$ cat config.mk
export PLATFORM = sky130hd
export DESIGN_NAME = button_click_led_timeout
export DESIGN_NICKNAME = d
export VERILOG_FILES = /design/src/design/bclt_pkg.sv /design/src/design/bclt_cfg.sv /design/src/design/bclt_in_stage.sv /design/src/design/bclt_core.sv /design/src/design/button_click_led_timeout.sv
export VERILOG_INCLUDE_DIRS = /design/src /design/src/design
export SDC_FILE = /design/constraint.sdc
export NUM_CORES = 1
export LEC_CHECK = 0
export BUFFER_PORTS_ARGS = -buffer_cell sky130_fd_sc_hd__buf_2
export CAP_MARGIN = 20
export CELL_PAD_IN_SITES_DETAIL_PLACEMENT = 1
export CELL_PAD_IN_SITES_GLOBAL_PLACEMENT = 2
export CORE_MARGIN = 3
export CORE_UTILIZATION = 40
export CTS_CLUSTER_SIZE = 40
export DETAILED_ROUTE_END_ITERATION = 8
export GPL_TIMING_DRIVEN = 0
export HOLD_SLACK_MARGIN = 0.12
export PLACE_DENSITY = 0.85
export SYNTH_ARGS = -nofsm -noshare
export SYNTH_HDL_FRONTEND = slang
export SYNTH_SLANG_ARGS = --single-unit
$ cat constraint.sdc
create_clock -name i_clk -period 8.9 [get_ports i_clk]
set_clock_uncertainty 0.15 [all_clocks]
set_input_delay 1.78 -clock i_clk [delete_from_list [all_inputs] [get_ports i_clk]]
set_output_delay 1.78 -clock i_clk [all_outputs]
set_load 0.005 [all_outputs]
$ cat src/design/assert_macros.svh
// Assertion macros for the design modules.
// Included by every module that carries concurrent assertions.
`ifndef ASSERT_MACROS_SVH
`define ASSERT_MACROS_SVH

// Implication checked on every rising clock edge, disabled while reset is held.
`define ASSERT_CLK(label, clk, rst_n, prop) \
    label: assert property (@(posedge clk) disable iff (!(rst_n)) (prop)) \
        else $error("assertion failed");

// Plain invariant: a condition that holds on every edge outside of reset.
`define ASSERT_ALWAYS(label, clk, rst_n, cond) \
    `ASSERT_CLK(label, clk, rst_n, (cond))

`endif

$ cat src/design/bclt_pkg.sv
// Package for the button click LED timeout block: types, reset values, codes.
// No dependencies; used by all modules of the block.
package bclt_pkg;

    localparam int TIME_WIDTH_DEF = 16;
    localparam int CFG_W          = 16;
    localparam int CFG_IDX_W      = 2;
    localparam int REMAIN_W       = 16;

    localparam logic [CFG_W-1:0] DEBOUNCE_RST   = 16'd100;
    localparam logic [CFG_W-1:0] LONG_PRESS_RST = 16'd2000;
    localparam logic [CFG_W-1:0] TIMEOUT_RST    = 16'd10000;

    localparam logic [CFG_IDX_W-1:0] CFG_DEBOUNCE   = 2'd0;
    localparam logic [CFG_IDX_W-1:0] CFG_LONG_PRESS = 2'd1;
    localparam logic [CFG_IDX_W-1:0] CFG_TIMEOUT    = 2'd2;

    typedef enum logic [1:0] {
        EV_NONE  = 2'd0,
        EV_PRESS = 2'd1,
        EV_SHORT = 2'd2,
        EV_LONG  = 2'd3
    } t_event;

    typedef struct packed {
        logic [CFG_W-1:0] debounce;
        logic [CFG_W-1:0] long_press;
        logic [CFG_W-1:0] timeout;
    } t_cfg;

    // Item held in the input register.
    typedef struct packed {
        logic valid;
        logic level;
    } t_in_item;

endpackage

$ cat src/design/bclt_cfg.sv
// Configuration registers of the button click LED timeout block.
// Depends on bclt_pkg.
module bclt_cfg (
    input  logic                            i_clk,
    input  logic                            i_rst_n,
    input  logic                            i_cfg_we,
    input  logic [bclt_pkg::CFG_IDX_W-1:0]  i_cfg_idx,
    input  logic [bclt_pkg::CFG_W-1:0]      i_cfg_data,
    output bclt_pkg::t_cfg                  o_cfg
);

    bclt_pkg::t_cfg r_cfg;

    always_ff @(posedge i_clk) begin
        if (!i_rst_n) begin
            r_cfg.debounce   <= bclt_pkg::DEBOUNCE_RST;
            r_cfg.long_press <= bclt_pkg::LONG_PRESS_RST;
            r_cfg.timeout    <= bclt_pkg::TIMEOUT_RST;
        end else if (i_cfg_we) begin
            case (i_cfg_idx)
                bclt_pkg::CFG_DEBOUNCE:   r_cfg.debounce   <= i_cfg_data;
                bclt_pkg::CFG_LONG_PRESS: r_cfg.long_press <= i_cfg_data;
                bclt_pkg::CFG_TIMEOUT:    r_cfg.timeout    <= i_cfg_data;
                default: ;
            endcase
        end
    end

    assign o_cfg = r_cfg;

endmodule

$ cat src/design/bclt_in_stage.sv
// Input register of the button click LED timeout block.
// Depends on bclt_pkg.
module bclt_in_stage (
    input  logic               i_clk,
    input  logic               i_rst_n,
    input  logic               i_valid,
    output logic               o_ready,
    input  logic               i_button_level,
    input  logic               i_adv,
    output bclt_pkg::t_in_item o_item
);

    logic r_valid;
    logic r_level;

    // The register frees up in the same cycle that its item moves on.
    assign o_ready = !r_valid || i_adv;

    always_ff @(posedge i_clk) begin
        if (!i_rst_n) begin
            r_valid <= 1'b0;
        end else if (i_valid && o_ready) begin
            r_valid <= 1'b1;
        end else if (i_adv) begin
            r_valid <= 1'b0;
        end
    end

    always_ff @(posedge i_clk) begin
        if (i_valid && o_ready) begin
            r_level <= i_button_level;
        end
    end

    assign o_item.valid = r_valid;
    assign o_item.level = r_level;

endmodule

$ cat src/design/bclt_core.sv
// Tick logic of the button click LED timeout block: debounce, press timing,
// LED off-timer state and the result register. Depends on bclt_pkg and
// assert_macros.svh.
`include "assert_macros.svh"

module bclt_core #(
    parameter int TIME_WIDTH = bclt_pkg::TIME_WIDTH_DEF
) (
    input  logic                           i_clk,
    input  logic                           i_rst_n,
    input  bclt_pkg::t_cfg                 i_cfg,
    input  bclt_pkg::t_in_item             i_item,
    output logic                           o_adv,
    output logic                           o_valid,
    input  logic                           i_ready,
    output logic                           o_led_on,
    output logic [bclt_pkg::REMAIN_W-1:0]  o_remaining_ms,
    output bclt_pkg::t_event               o_event
);

    // Compare width covers both the counters and the 16-bit registers.
    localparam int CW = (TIME_WIDTH > bclt_pkg::CFG_W) ? TIME_WIDTH : bclt_pkg::CFG_W;
    localparam logic [TIME_WIDTH-1:0] CNT_MAX = {TIME_WIDTH{1'b1}};

    logic                  r_prev_level;
    logic [TIME_WIDTH-1:0] r_lockout;
    logic [TIME_WIDTH-1:0] r_press;
    logic                  r_led_lit;
    logic [TIME_WIDTH-1:0] r_countdown;

    logic                  r_out_valid;
    logic                  r_led_on;
    logic [bclt_pkg::REMAIN_W-1:0] r_remaining;
    bclt_pkg::t_event      r_event;

    logic                  n_prev_level;
    logic [TIME_WIDTH-1:0] n_lockout;
    logic [TIME_WIDTH-1:0] n_press;
    logic                  n_led_lit;
    logic [TIME_WIDTH-1:0] n_countdown;
    logic [bclt_pkg::REMAIN_W-1:0] n_remaining;
    bclt_pkg::t_event      n_event;

    logic                  step;
    logic [TIME_WIDTH-1:0] lock_inc;
    logic [TIME_WIDTH-1:0] press_inc;
    logic [TIME_WIDTH-1:0] timeout_load;
    logic [CW-1:0]         countdown_ext;
    logic                  edge_ok;

    assign o_adv = !r_out_valid || i_ready;
    assign step  = i_item.valid && o_adv;

    assign lock_inc  = (r_lockout == CNT_MAX) ? r_lockout : r_lockout + TIME_WIDTH'(1);
    assign press_inc = (r_press == CNT_MAX) ? r_press : r_press + TIME_WIDTH'(1);

    // A timeout beyond a narrow counter is loaded saturated.
    assign timeout_load = (CW'(i_cfg.timeout) > CW'(CNT_MAX)) ? CNT_MAX
                        : TIME_WIDTH'(CW'(i_cfg.timeout));

    assign edge_ok = (i_item.level != r_prev_level)
                  && (CW'(lock_inc) >= CW'(i_cfg.debounce));

    always_comb begin
        n_prev_level = i_item.level;
        n_lockout    = lock_inc;
        n_press      = press_inc;
        n_led_lit    = r_led_lit;
        n_countdown  = r_countdown;
        n_event      = bclt_pkg::EV_NONE;

        if (r_led_lit) begin
            if (r_countdown <= TIME_WIDTH'(1)) begin
                n_countdown = '0;
                n_led_lit   = 1'b0;
            end else begin
                n_countdown = r_countdown - TIME_WIDTH'(1);
            end
        end

        if (edge_ok) begin
            n_lockout = '0;
            if (!i_item.level) begin
                n_press = '0;
                n_event = bclt_pkg::EV_PRESS;
            end else if (CW'(press_inc) >= CW'(i_cfg.long_press)) begin
                n_led_lit   = 1'b0;
                n_countdown = '0;
                n_event     = bclt_pkg::EV_LONG;
            end else begin
                n_led_lit   = 1'b1;
                n_countdown = timeout_load;
                n_event     = bclt_pkg::EV_SHORT;
            end
        end
    end

    assign countdown_ext = CW'(n_countdown);
    assign n_remaining   = n_led_lit ? countdown_ext[bclt_pkg::REMAIN_W-1:0] : '0;

    always_ff @(posedge i_clk) begin
        if (!i_rst_n) begin
            r_prev_level <= 1'b1;
            r_lockout    <= CNT_MAX;
            r_press      <= '0;
            r_led_lit    <= 1'b0;
            r_countdown  <= '0;
            r_out_valid  <= 1'b0;
        end else begin
            if (o_adv) begin
                r_out_valid <= i_item.valid;
            end
            if (step) begin
                r_prev_level <= n_prev_level;
                r_lockout    <= n_lockout;
                r_press      <= n_press;
                r_led_lit    <= n_led_lit;
                r_countdown  <= n_countdown;
            end
        end
    end

    always_ff @(posedge i_clk) begin
        if (step) begin
            r_led_on    <= n_led_lit;
            r_remaining <= n_remaining;
            r_event     <= n_event;
        end
    end

    assign o_valid        = r_out_valid;
    assign o_led_on       = r_led_on;
    assign o_remaining_ms = r_remaining;
    assign o_event        = r_event;

    `ASSERT_ALWAYS(a_off_no_countdown, i_clk, i_rst_n, r_led_lit || (r_countdown == '0))
    `ASSERT_CLK(a_off_no_remaining, i_clk, i_rst_n, (r_out_valid && !r_led_on) |-> (r_remaining == '0))
    `ASSERT_CLK(a_long_turns_off, i_clk, i_rst_n, (r_out_valid && (r_event == bclt_pkg::EV_LONG)) |-> !r_led_on)
    `ASSERT_CLK(a_short_turns_on, i_clk, i_rst_n, (r_out_valid && (r_event == bclt_pkg::EV_SHORT)) |-> r_led_on)
    `ASSERT_CLK(a_edge_restarts_lockout, i_clk, i_rst_n, (step && edge_ok) |=> (r_lockout == '0))

endmodule

$ cat src/design/button_click_led_timeout.sv
// Button click LED timeout: each item is one millisecond tick with the raw active-low button
// level; the block debounces edges, times presses, and answers every tick with one result item
// (LED drive, ticks left on the off-timer, and the click event). One item is taken per clock
// cycle while o_ready is high. The input register takes the item at the accepting edge, and the
// result register then takes the tick logic's answer once the output is not stalled.
// Output stalls only hold up the input once both registers are full.
// Depends on bclt_pkg, bclt_cfg, bclt_in_stage and bclt_core.
module button_click_led_timeout #(
    parameter int TIME_WIDTH = bclt_pkg::TIME_WIDTH_DEF
) (
    input  logic                           i_clk,
    input  logic                           i_rst_n,
    input  logic                           i_cfg_we,
    input  logic [bclt_pkg::CFG_IDX_W-1:0] i_cfg_idx,
    input  logic [bclt_pkg::CFG_W-1:0]     i_cfg_data,
    input  logic                           i_valid,
    output logic                           o_ready,
    input  logic                           i_button_level,
    output logic                           o_valid,
    input  logic                           i_ready,
    output logic                           o_led_on,
    output logic [bclt_pkg::REMAIN_W-1:0]  o_remaining_ms,
    output logic [1:0]                     o_event_code
);

    bclt_pkg::t_cfg     cfg;
    bclt_pkg::t_in_item item;
    bclt_pkg::t_event   event_code;
    logic               adv;

    bclt_cfg u_cfg (
        .i_clk      (i_clk),
        .i_rst_n    (i_rst_n),
        .i_cfg_we   (i_cfg_we),
        .i_cfg_idx  (i_cfg_idx),
        .i_cfg_data (i_cfg_data),
        .o_cfg      (cfg)
    );

    bclt_in_stage u_in_stage (
        .i_clk          (i_clk),
        .i_rst_n        (i_rst_n),
        .i_valid        (i_valid),
        .o_ready        (o_ready),
        .i_button_level (i_button_level),
        .i_adv          (adv),
        .o_item         (item)
    );

    bclt_core #(
        .TIME_WIDTH (TIME_WIDTH)
    ) u_core (
        .i_clk          (i_clk),
        .i_rst_n        (i_rst_n),
        .i_cfg          (cfg),
        .i_item         (item),
        .o_adv          (adv),
        .o_valid        (o_valid),
        .i_ready        (i_ready),
        .o_led_on       (o_led_on),
        .o_remaining_ms (o_remaining_ms),
        .o_event        (event_code)
    );

    assign o_event_code = event_code;

endmodule

After elaboration in Yosys (flattened, before gate mapping)
Index checks and enable logic that the tools add are counted.
{ "totals": {"reg_bits": 120, "mem_count": 0, "elab_cells": 60, "mem_bits_ro": 0, "latchBits": 0, "ramBits": 0, "inputBits": 24, "out_inout_bits": 21} }
{ "classes": {"shifts": 0, "n_reduce_logical": 13, "n_addsub": 3, "n_bitwise": 0, "n_eq_ne": 5, "mul": 0, "div_mod_pow": 0, "mux": 20, "order_cmp": 4} }
{ "op_table": {"columns": ["op", "n"], "rows": [
  ["two-way mux 16 bit", 11],
  ["adder 16 x 1 -> 16 bit (second input constant)", 2],
  ["== test 16 bit (second input constant)", 2],
  ["greater-or-equal comparator 16 bit", 2],
  ["> comparator 16 bit (second input constant)", 1],
  ["<= comparator 16 x 1 -> 1 bit (second input constant)", 1],
  ["subtractor 16 x 1 -> 16 bit (second input constant)", 1],
  ["two-way mux 1 bit", 9],
  ["AND reduction 2 bit", 4],
  ["logical AND 1 bit", 3],
  ["== test 2 x 1 -> 1 bit (second input constant)", 1],
  ["== test 2 bit (second input constant)", 1],
  ["logical NOT 1 bit", 2],
  ["logical NOT 2 bit", 1],
  ["logical OR 1 bit", 2],
  ["nonzero test 2 bit", 1],
  ["!= test 1 bit", 1]
]} }

Longest topological paths before layout
Gate-level depths: netlist of run 1.
{ "depth": {"word_depth": 6, "depth_mapped": 18} }

Hierarchy
A second synthesis of run 1 with hierarchy kept.
{ "unflattened": {"hier_cells": 759, "area_unflattened_um2": 6696.4} }
{ "by_module_without_submodules": {"columns": ["mod", "instances", "area_per_inst_um2", "cells_per_inst"], "rows": [
  ["bclt_core", 1, 4653.2, 562],
  ["bclt_cfg", 1, 1940.6, 189],
  ["bclt_in_stage", 1, 102.6, 8]
]} }

Least setup slack after synthesis of run 1
OpenSTA, ideal clock, no wires.
{ "synth_timing": {"kind": "input-to-output", "start": "input port i_ready", "end": "output port o_ready", "arrival_time_ns": 2.047, "path_stages": 2, "path_buffers": 0, "setup_slack_ns": 4.923, "required_ns": 6.970, "path_cell_list": "nor2b_1 > nand2_1"} }
{ "synth_via": {"elab_chain_cells": 2} }
{ "synth_lines": {"columns": ["item", "line_no", "rtl"], "rows": [
  ["from (decl)", "button_click_led_timeout.sv:20", "input logic i_ready,"],
  ["logical OR 1 bit", "bclt_core.sv:51", "assign o_adv = !r_out_valid || i_ready;"],
  ["logical OR 1 bit", "bclt_in_stage.sv:17", "assign o_ready = !r_valid || i_adv;"],
  ["to (decl)", "button_click_led_timeout.sv:17", "output logic o_ready,"]
]} }
No other way between the ends.

Worst setup path after layout of run 1
{ "layout_timing": {"start": "register u_core.r_press[3]", "end": "register u_core.r_remaining (netlist bit u_core.o_remaining_ms[2]), data pin"} }
{ "layout_via": {"elab_chain_cells": 6, "word_cells_on_any_way": 10} }
{ "layout_lines": {"columns": ["item", "line_no", "rtl"], "rows": [
  ["from (decl)", "bclt_core.sv:27", "logic [TIME_WIDTH-1:0] r_press;"],
  ["from (signal assigned)", "bclt_core.sv:116", "r_press <= n_press;"],
  ["adder 16 x 1 -> 16 bit / == test 16 bit (equally long branches)", "bclt_core.sv:55", "assign press_inc = (r_press == CNT_MAX) ? r_press : r_press + TIME_WIDTH'(1);"],
  ["two-way mux 16 bit (*)", "bclt_core.sv:55", null],
  ["greater-or-equal comparator 16 bit (*)", "bclt_core.sv:86", "end else if (CW'(press_inc) >= CW'(i_cfg.long_press)) begin"],
  ["two-way mux 16 bit / two-way mux 1 bit (equally long branches)", "bclt_core.sv:86", null],
  ["two-way mux 16 bit / two-way mux 1 bit (equally long branches)", "bclt_core.sv:83", "if (!i_item.level) begin"],
  ["two-way mux 16 bit / two-way mux 1 bit (equally long branches)", "bclt_core.sv:81", "if (edge_ok) begin"],
  ["to (signal assigned)", "bclt_core.sv:126", "r_remaining <= n_remaining;"],
  ["to (decl)", "bclt_core.sv:33", "logic [bclt_pkg::REMAIN_W-1:0] r_remaining;"]
]} }
Every way passes the cells marked *; elsewhere a longest branch is shown, timed or not.
A chain may end at the register's enable or synchronous reset.

==> run summary, run 1 <==
The length of the first detailed-routing pass in iterations is 5. In the post-synthesis netlist, the biggest area contributors are dfxtp_1 30%, edfxtp_1 9.1%, nand2_1 8.5%. STA classifies the critical path startpoint as a register. The post-place instance area is 7080 µm².

The row count is 46. Among all cell types in the netlist, the one instantiated most often is nand2_1. The HPWL after detailed placement came out at 15.2 mm. The number of warnings issued by yosys is 0. The number of buffers on the longest clock path is 2. The worst-skew pair later-pin latency came out at 0.42 ns. The initial antenna violation count came out at 0. The floorplan step defined a die boundary enclosing 18000 µm².

The async set-or-reset flop fraction in the synthesized netlist came out at 0%. In the final routed layout, each cell accounts on average for 19.6 µm. On the critical path the largest part of the delay comes from simple AND/OR/NAND/NOR gates.

The final global-route overflow total is 0. The number of cells on the worst reg-to-reg path is 16. The net count after synthesis came out at 828.

The total number of H-tree levels is 4. The leakage power is 3.04 nW. The remaining antenna violation count came out at 0. The cell area power density came out at 211 nW/µm².

The number of clock sinks is 120. The path type of the worst min-delay path is reg -> reg. The global placement routability congestion came out at 0.851. The total count of hold-check failures in the final report is 0. The worst-path cell with the longest stage delay is nor4_1. Global routing consumed, over all layers together, 23.8% of the routing resources. The worst path uses 53.0% of the clock period. The worst max-slew margin expressed relative to the limit is 48.7%.

The die outline height is 134 µm. The count of port buffers added during placement is 44. In this run, synthesis produced a sequential element count of 120.

The buffer type at the clock tree root is clkbuf_16. For the pin with the worst max-slew slack, the measured transition is 0.763 ns. The global routing usage on met2 came out at 40.4%.

Summing over every cut layer, the via total after detailed routing is 5936. The total length of routed wires is 20.8 mm. TritonCTS built the clock tree. In the final timing run, aggregate negative setup slack is 0 ns.

The commonest cells after synthesis are 148 x nand2_1, 100 x dfxtp_1, 43 x nor2_1. The largest net degree at the start of global routing came out at 20. The tool flagged a number of max-cap violations equal to 0. The required time reported for the critical path endpoint is 9.01 ns.

The count of cell instances traversed by the critical path is 16. The first global-routing pass estimated 33.2 mm of wire. The horizontal die dimension is 134 µm. The area fraction of the dominant cell type after synthesis is 30.5%. Global routing consumed, on the met3 layer, 5.44% of the routing resources. Sequential cells were found to cover 39.6% of the synthesized design area. The worst setup path is of the reg -> reg kind. The final layout net count came out at 893. Counting both buffers and inverters, the worst setup path holds a total of 3. Clock-pin slew was measured on the worst setup and hold paths at 0.05 ns.

The most crowded layer after global routing is met2. The worst hold path was traced through 2 stages. The number of distinct library cell variants in the gate-level netlist after synthesis is 69.

The total clock buffers created by CTS came out at 17. For this run, the leading register cell type out of synthesis is dfxtp_1. Setup repair after global routing left no endpoint under its margin. The synthesis-to-layout area growth came out at 17.1%. The worst-case vdd ir drop is 0.000138 V. The post-CTS setup-driven buffer insertion count came out at 0. The post-cts repair resize count came out at 0. The largest single stage delay on the critical path is 0.64 ns. The count of mapped cells out of synthesis came out at 768. After routing the design area is 7700 µm².

The count of flip-flops with a built-in enable after synthesis is 20. In this run the worst path has a maximum fanout of 10. The number of global-route vias before repair is 6245.

The I/O pin total is 45. The endpoint type of the worst setup path is a register. The number of diodes added for antenna fixing is 0. dfxtp_1 takes more of the synthesized area than any other cell.

The highest attainable clock frequency came out at 212 MHz. After floorplanning, the core was sized to cover 16000 µm². The number of setup violations in the final report is 0. For this design, the CTS-stage hold fixing added 0 buffers. The remaining design rule violation count came out at 0. After synthesis, the mean cell area works out to 8.56 µm². After synthesis the cells add up to 6570 µm². The initial DRC count is 315.

The worst path in the final design needs a cycle of 4.72 ns, including I/O delays and setup. The routing usage on met1 came out at 29.4%. Traced cell by cell, the critical path runs through buf_2, nand4_1, nor4_2, a21o_1, nor2_1, and3_1, xor2_1, ha_1, a21oi_1, nor3_1, nor4_1, and3_1, buf_4, buf_2, a22oi_1, nor2_1. The via-per-instance ratio is 5.59. The flow ran to the end, and the final reports show no timing, DRC or antenna violations. The proportion of layout cells with a drive suffix above 1 came out at 14.7%.

Once the floorplan was initialized, standard cells occupied 41.1% of the core. At the worst endpoint, the arrival time is 4.83 ns. The max-slew violation total from the final report came out at 0.
[worst register-to-register path: stages, from the launching register on]
cell	delay, ns
dfxtp_1	0.31
buf_2	0.17
nand4_1	0.25
nor4_2	0.54
a21o_1	0.32
nor2_1	0.09
and3_1	0.20
xor2_1	0.28
ha_1	0.31
a21oi_1	0.17
nor3_1	0.07
nor4_1	0.64
and3_1	0.26
buf_4	0.19
buf_2	0.31
a22oi_1	0.15
nor2_1	0.15
[state kept, by name (all words and copies together) (netlist names)]
name                   flops
u_cfg.o_cfg               48
u_core.o_remaining_ms     16
u_core.r_countdown        16
u_core.r_lockout          16
u_core.r_press            16
u_core.o_event             2
u_core.o_led_on            1
u_core.o_valid             1
u_core.r_led_lit           1
u_core.r_prev_level        1
u_in_stage.r_level         1
u_in_stage.r_valid         1
[per-layer routing]
layer | part of all wire (%) | wire (µm)
met1 | 45 | 9320
met2 | 49 | 10100
met3 | 4.1 | 860
met4 | 2.5 | 517
met5 | 0 | 0
[area by class of cell]
cell class,count,area (µm²)
fill,1949,8300
multi-input combinational,565,3620
sequential,120,2600
clock buffer,23,498
tap,216,270
timing repair buffer,46,240
buffer,42,200
inverter,41,154
clock inverter,8,118
[report_power, final]
part,leakage (nW),internal (mW),switching (mW)
sequential,1.01,0.581,0.0284
combinational,1.73,0.114,0.173
clock,0.305,0.474,0.253
total,3.04,1.17,0.454
[final timing paths]
kind | from | to | slack, ns
setup reg to reg | u_core.r_press[3] | u_core.o_remaining_ms[2] | 4.18
hold / removal | u_cfg.o_cfg[29] | u_cfg.o_cfg[29] | 0.32
hold reg to reg | u_cfg.o_cfg[29] | u_cfg.o_cfg[29] | 0.32
setup / recovery | u_core.r_press[3] | u_core.o_remaining_ms[2] | 4.18
[per-stage QoR]
step | cells | total power [mW] | setup WS, ns | hold slack [ns] | util (%)
after detailed placement | 1029 | 0.903 | 4.27 | 0.314 | 44.2
after global placement | 1028 | 0.887 | 4.32 | 0.304 | 44.1
after floorplan | 768 | 0.814 | 4.92 | 0.289 | -
after CTS | 1060 | 1.63 | 4.21 | 0.321 | 48.1
after global routing | 1061 | 1.70 | 3.81 | 0.339 | 48.1
final | 1061 | 1.62 | 4.18 | 0.316 | 48.1
[placed cells by master (no fill, tap or decap), types with 3 or more instances in the layout]
| cell type | Yosys | routed |
|---|---|---|
| a21boi_0 | 41 | 41 |
| a21o_1 | 6 | 6 |
| a21oi_1 | 27 | 27 |
| a22o_1 | 6 | 6 |
| a22oi_1 | 17 | 17 |
| a22oi_2 | 9 | 9 |
| a31oi_1 | 5 | 5 |
| a32oi_1 | 6 | 6 |
| and2_1 | 7 | 7 |
| and3_1 | 9 | 9 |
| buf_2 | 7 | 52 |
| buf_4 | 3 | 3 |
| buf_6 | 3 | 3 |
| bufinv_16 | 0 | 3 |
| clkbuf_1 | 28 | 29 |
| clkbuf_16 | 0 | 17 |
| clkbuf_8 | 0 | 5 |
| clkinv_2 | 0 | 4 |
| dfxtp_1 | 100 | 100 |
| edfxtp_1 | 20 | 20 |
| ha_1 | 36 | 36 |
| inv_1 | 40 | 40 |
| mux2_2 | 5 | 5 |
| nand2_1 | 148 | 148 |
| nand2b_1 | 4 | 4 |
| nand3_1 | 41 | 41 |
| nand4_1 | 17 | 17 |
| nor2_1 | 43 | 43 |
| nor2b_1 | 5 | 5 |
| nor3_1 | 15 | 15 |
| nor4_1 | 4 | 4 |
| o211ai_1 | 13 | 13 |
| o21a_1 | 4 | 4 |
| o21ai_0 | 17 | 17 |
| xnor2_1 | 20 | 20 |
| xor2_1 | 12 | 12 |
[cell families after synthesis]
group	synth area share (%)
AND/OR/NAND/NOR	23.4
XOR/XNOR	4.26
AO/OA/AOI/OAI	19.3
flip-flops	39.6
multiplexers	1.16
adder cells (fa/ha/maj)	6.85
buffers and inverters	5.39
Note: power is estimated with default switching activity, not from simulation.
==> inputs of run 2 (changes only) <==
--- a/config.mk
+++ b/config.mk
@@ -11,12 +11,12 @@
 export CELL_PAD_IN_SITES_DETAIL_PLACEMENT = 1
 export CELL_PAD_IN_SITES_GLOBAL_PLACEMENT = 2
 export CORE_MARGIN = 3
-export CORE_UTILIZATION = 40
+export CORE_UTILIZATION = 37
 export CTS_CLUSTER_SIZE = 40
 export DETAILED_ROUTE_END_ITERATION = 8
 export GPL_TIMING_DRIVEN = 0
 export HOLD_SLACK_MARGIN = 0.12
-export PLACE_DENSITY = 0.85
+export PLACE_DENSITY = 0.79
 export SYNTH_ARGS = -nofsm -noshare
 export SYNTH_HDL_FRONTEND = slang
 export SYNTH_SLANG_ARGS = --single-unit
==> constraint.sdc (replaced) <==
create_clock -name i_clk -period 4.6 [get_ports i_clk]
set_clock_uncertainty 0.15 [all_clocks]
set_input_delay 0.92 -clock i_clk [delete_from_list [all_inputs] [get_ports i_clk]]
set_output_delay 0.92 -clock i_clk [all_outputs]
set_load 0.005 [all_outputs]
==> run 2 against run 1 <==
Wire length up 0.69%. Setup slack lost 3.9 ns. Critical path depth unchanged. Critical endpoint is now u_core.o_remaining_ms[4]. Critical path type unchanged. Register-to-register slack got worse by 3.9 ns. Flip-flop and latch count unchanged. Highest routed layer unchanged.
==> run summary, run 2 (synthesized netlist as in run 1, its figures left out) <==
The library cell used most frequently in the layout, excluding fill and tap cells, is nand2_1. The initialized floorplan defines 48 standard-cell rows. The number of clock sinks came out at 120. The worst setup path is launched from a register. The total count of hold-check failures in the final report is 0.

Relative to the synthesized area, the layout overhead comes to 17.7%. By startpoint and endpoint, the worst setup path is classified as reg -> reg. The global placement routability congestion is 0.884. The total length of routed wires came out at 20.9 mm. The initial antenna violation count came to 0. The max-slew violation total from the final report is 0.

The worst max-slew margin expressed relative to the limit is 48.9%. The endpoint type of the worst setup path is a register. The number of violations of the max-capacitance limit is 0.

The final global-route overflow total came out at 0. The final layout net count is 892. The root buffer cell chosen for the clock tree is clkbuf_16. The die outline height came out at 139 µm. The longest clock path from root to sink contains 2 buffers. The proportion of layout cells with a drive suffix above 1 came out at 15.3%.

The length of the first detailed-routing pass in iterations came out at 4. The remaining antenna violation count is 0. TritonCTS built the clock tree. The flow ran to the end, and the final reports show no timing, DRC or antenna violations.

The flip-flop count of the largest register, all copies and words added came out at 48. The worst-skew pair later-pin latency came out at 0.42 ns. The maximum fanout along the worst path is 10. For the finished layout, the period the worst path requires is 4.36 ns. The final core utilization came out at 44.6%.

For this run, the top clock speed supported by timing is 229 MHz. The cell area power density came out at 397 nW/µm². The number of antenna diodes in the final layout is 0. The count of port buffers added during placement is 44. The HPWL after detailed placement came out at 15.7 mm. The actual transition at the worst max-transition pin came out at 0.766 ns.

The overall power consumption is 3.07 mW. After clock tree synthesis, the clock-pin slew on the worst setup and hold paths is 0.05 ns. The required time reported for the critical path endpoint is 4.61 ns. Traced cell by cell, the critical path runs through and4_1, nand3_1, nor3_2, nand3_1, mux2_2, ha_1, nand4_1, a2111o_1, o32a_1, a21boi_2, buf_4, nor2_2, buf_6, buf_6, a22oi_2, nor2_1. The total clock buffers created by CTS is 17.

At the worst endpoint, the arrival time is 4.37 ns. The initial core utilization came out at 37.9%. The die area is 19400 µm². The remaining design rule violation count came out at 0. The combined buffer and inverter count along the critical path is 3.

The global-route wire length before repair is 33.4 mm. The horizontal die dimension is 139 µm. The leakage power is 3.05 nW. The number of global-route vias before repair came out at 6076. Broken down by cell family, the worst path's largest delay share belongs to compound AO/OA/AOI/OAI gates.

The delay contributed by the slowest stage of the critical path came out at 0.45 ns. The largest net degree at the start of global routing came out at 29. The library cells used most frequently in the layout, excluding fill and tap cells, are 148 x nand2_1, 98 x dfxtp_1, 50 x buf_2, 42 x nor2_1. The via-per-instance ratio is 5.44. The worst-case vdd ir drop came out at 0.000275 V. The part of the cycle the worst path needs came out at 94.8%. The I/O pin total came out at 45.

The global-route usage over all layers is 21.9%. The H-tree was split into 4 levels. After detailed routing, the average wire length per cell comes to 19.6 µm.

The path class of the tightest hold or removal check is reg -> reg. Setup violations remaining at the end of the flow were counted as 0. In this run, the number of DRC markers left after iteration 0 of detailed routing was 261. The floorplan step defined a core boundary enclosing 17400 µm². The slowest stage of the critical path is the o32a_1 cell. Before CTS, the worst setup slack after placement is -0.441 ns.

The setup slack after layout came out at 0.240 ns. The total vias in the final route is 5808. Setup repair after global routing left no endpoint under its margin.
-- run 2: changes by cell type in the layout (fill, tap and decap cells not counted), sizes merged --
cell	before	now
clkbuf	51	55
bufinv	3	2
clkinv	4	1
clkinvlp	1	0
buf	60	59
-- run 2: layout make-up --
type / instances / area [µm²]
Tap cell: 225 / 282
Timing Repair Buffer: 47 / 240
Inverter: 41 / 154
Clock inverter: 3 / 65.1
Multi-Input combinational cell: 565 / 3680
Buffer: 40 / 199
Fill cell: 2074 / 9620
Sequential cell: 120 / 2610
Clock buffer: 27 / 513
-- run 2: timing repair --
| item | CTS | global route |
|---|---|---|
| cloned | 0 | 0 |
| setup buffers | 0 | 2 |
| pin swaps | 0 | 1 |
| resized for setup | 6 | 10 |
| hold buffers | 0 | 0 |
| endpoints found under the setup margin | 32 | 41 |
-- run 2: final timing paths --
path	from	cells after the start	end	slack, ns
max	u_core.r_lockout[5]	16	u_core.o_remaining_ms[4]	0.24
min	u_cfg.o_cfg[46]	2	u_cfg.o_cfg[46]	0.32
max reg2reg	u_core.r_lockout[5]	16	u_core.o_remaining_ms[4]	0.24
min reg2reg	u_cfg.o_cfg[46]	2	u_cfg.o_cfg[46]	0.32
-- run 2: routing by layer --
metal / GRT usage, % / vias to the layer above / wire length [µm]
met2: 36.3 / 80 / 10100
met1: 28.7 / 2870 / 9840
met3: 3.71 / 17 / 656
met4: 7.83 / 0 / 296
met5: 0 / - / 0
li1: - / 2841 / -
-- run 2: worst min-delay path, stage by stage (launching register included) --
cell      delay (ns)
dfxtp_1         0.30
nand2_1         0.05
a21boi_0        0.07
-- run 2: per-stage QoR --
step                      cell area (µm²)  TNS [ns]  std cells  hold WS (ns)
after floorplan                      6570         0        768         0.289
final                                7730         0       1068         0.320
after global placement               7070     -3.56       1037         0.308
after detailed placement             7080     -9.43       1038         0.319
after global routing                 7730         0       1068         0.337
after CTS                            7690         0       1068         0.326
-- run 2: report_power, final --
group          switching, mW  total (mW)  leakage, nW  internal, mW
clock                  0.464        1.33        0.284         0.863
sequential            0.0529        1.18         1.01          1.12
combinational          0.339       0.563         1.76         0.224
total                  0.856        3.07         3.05          2.21
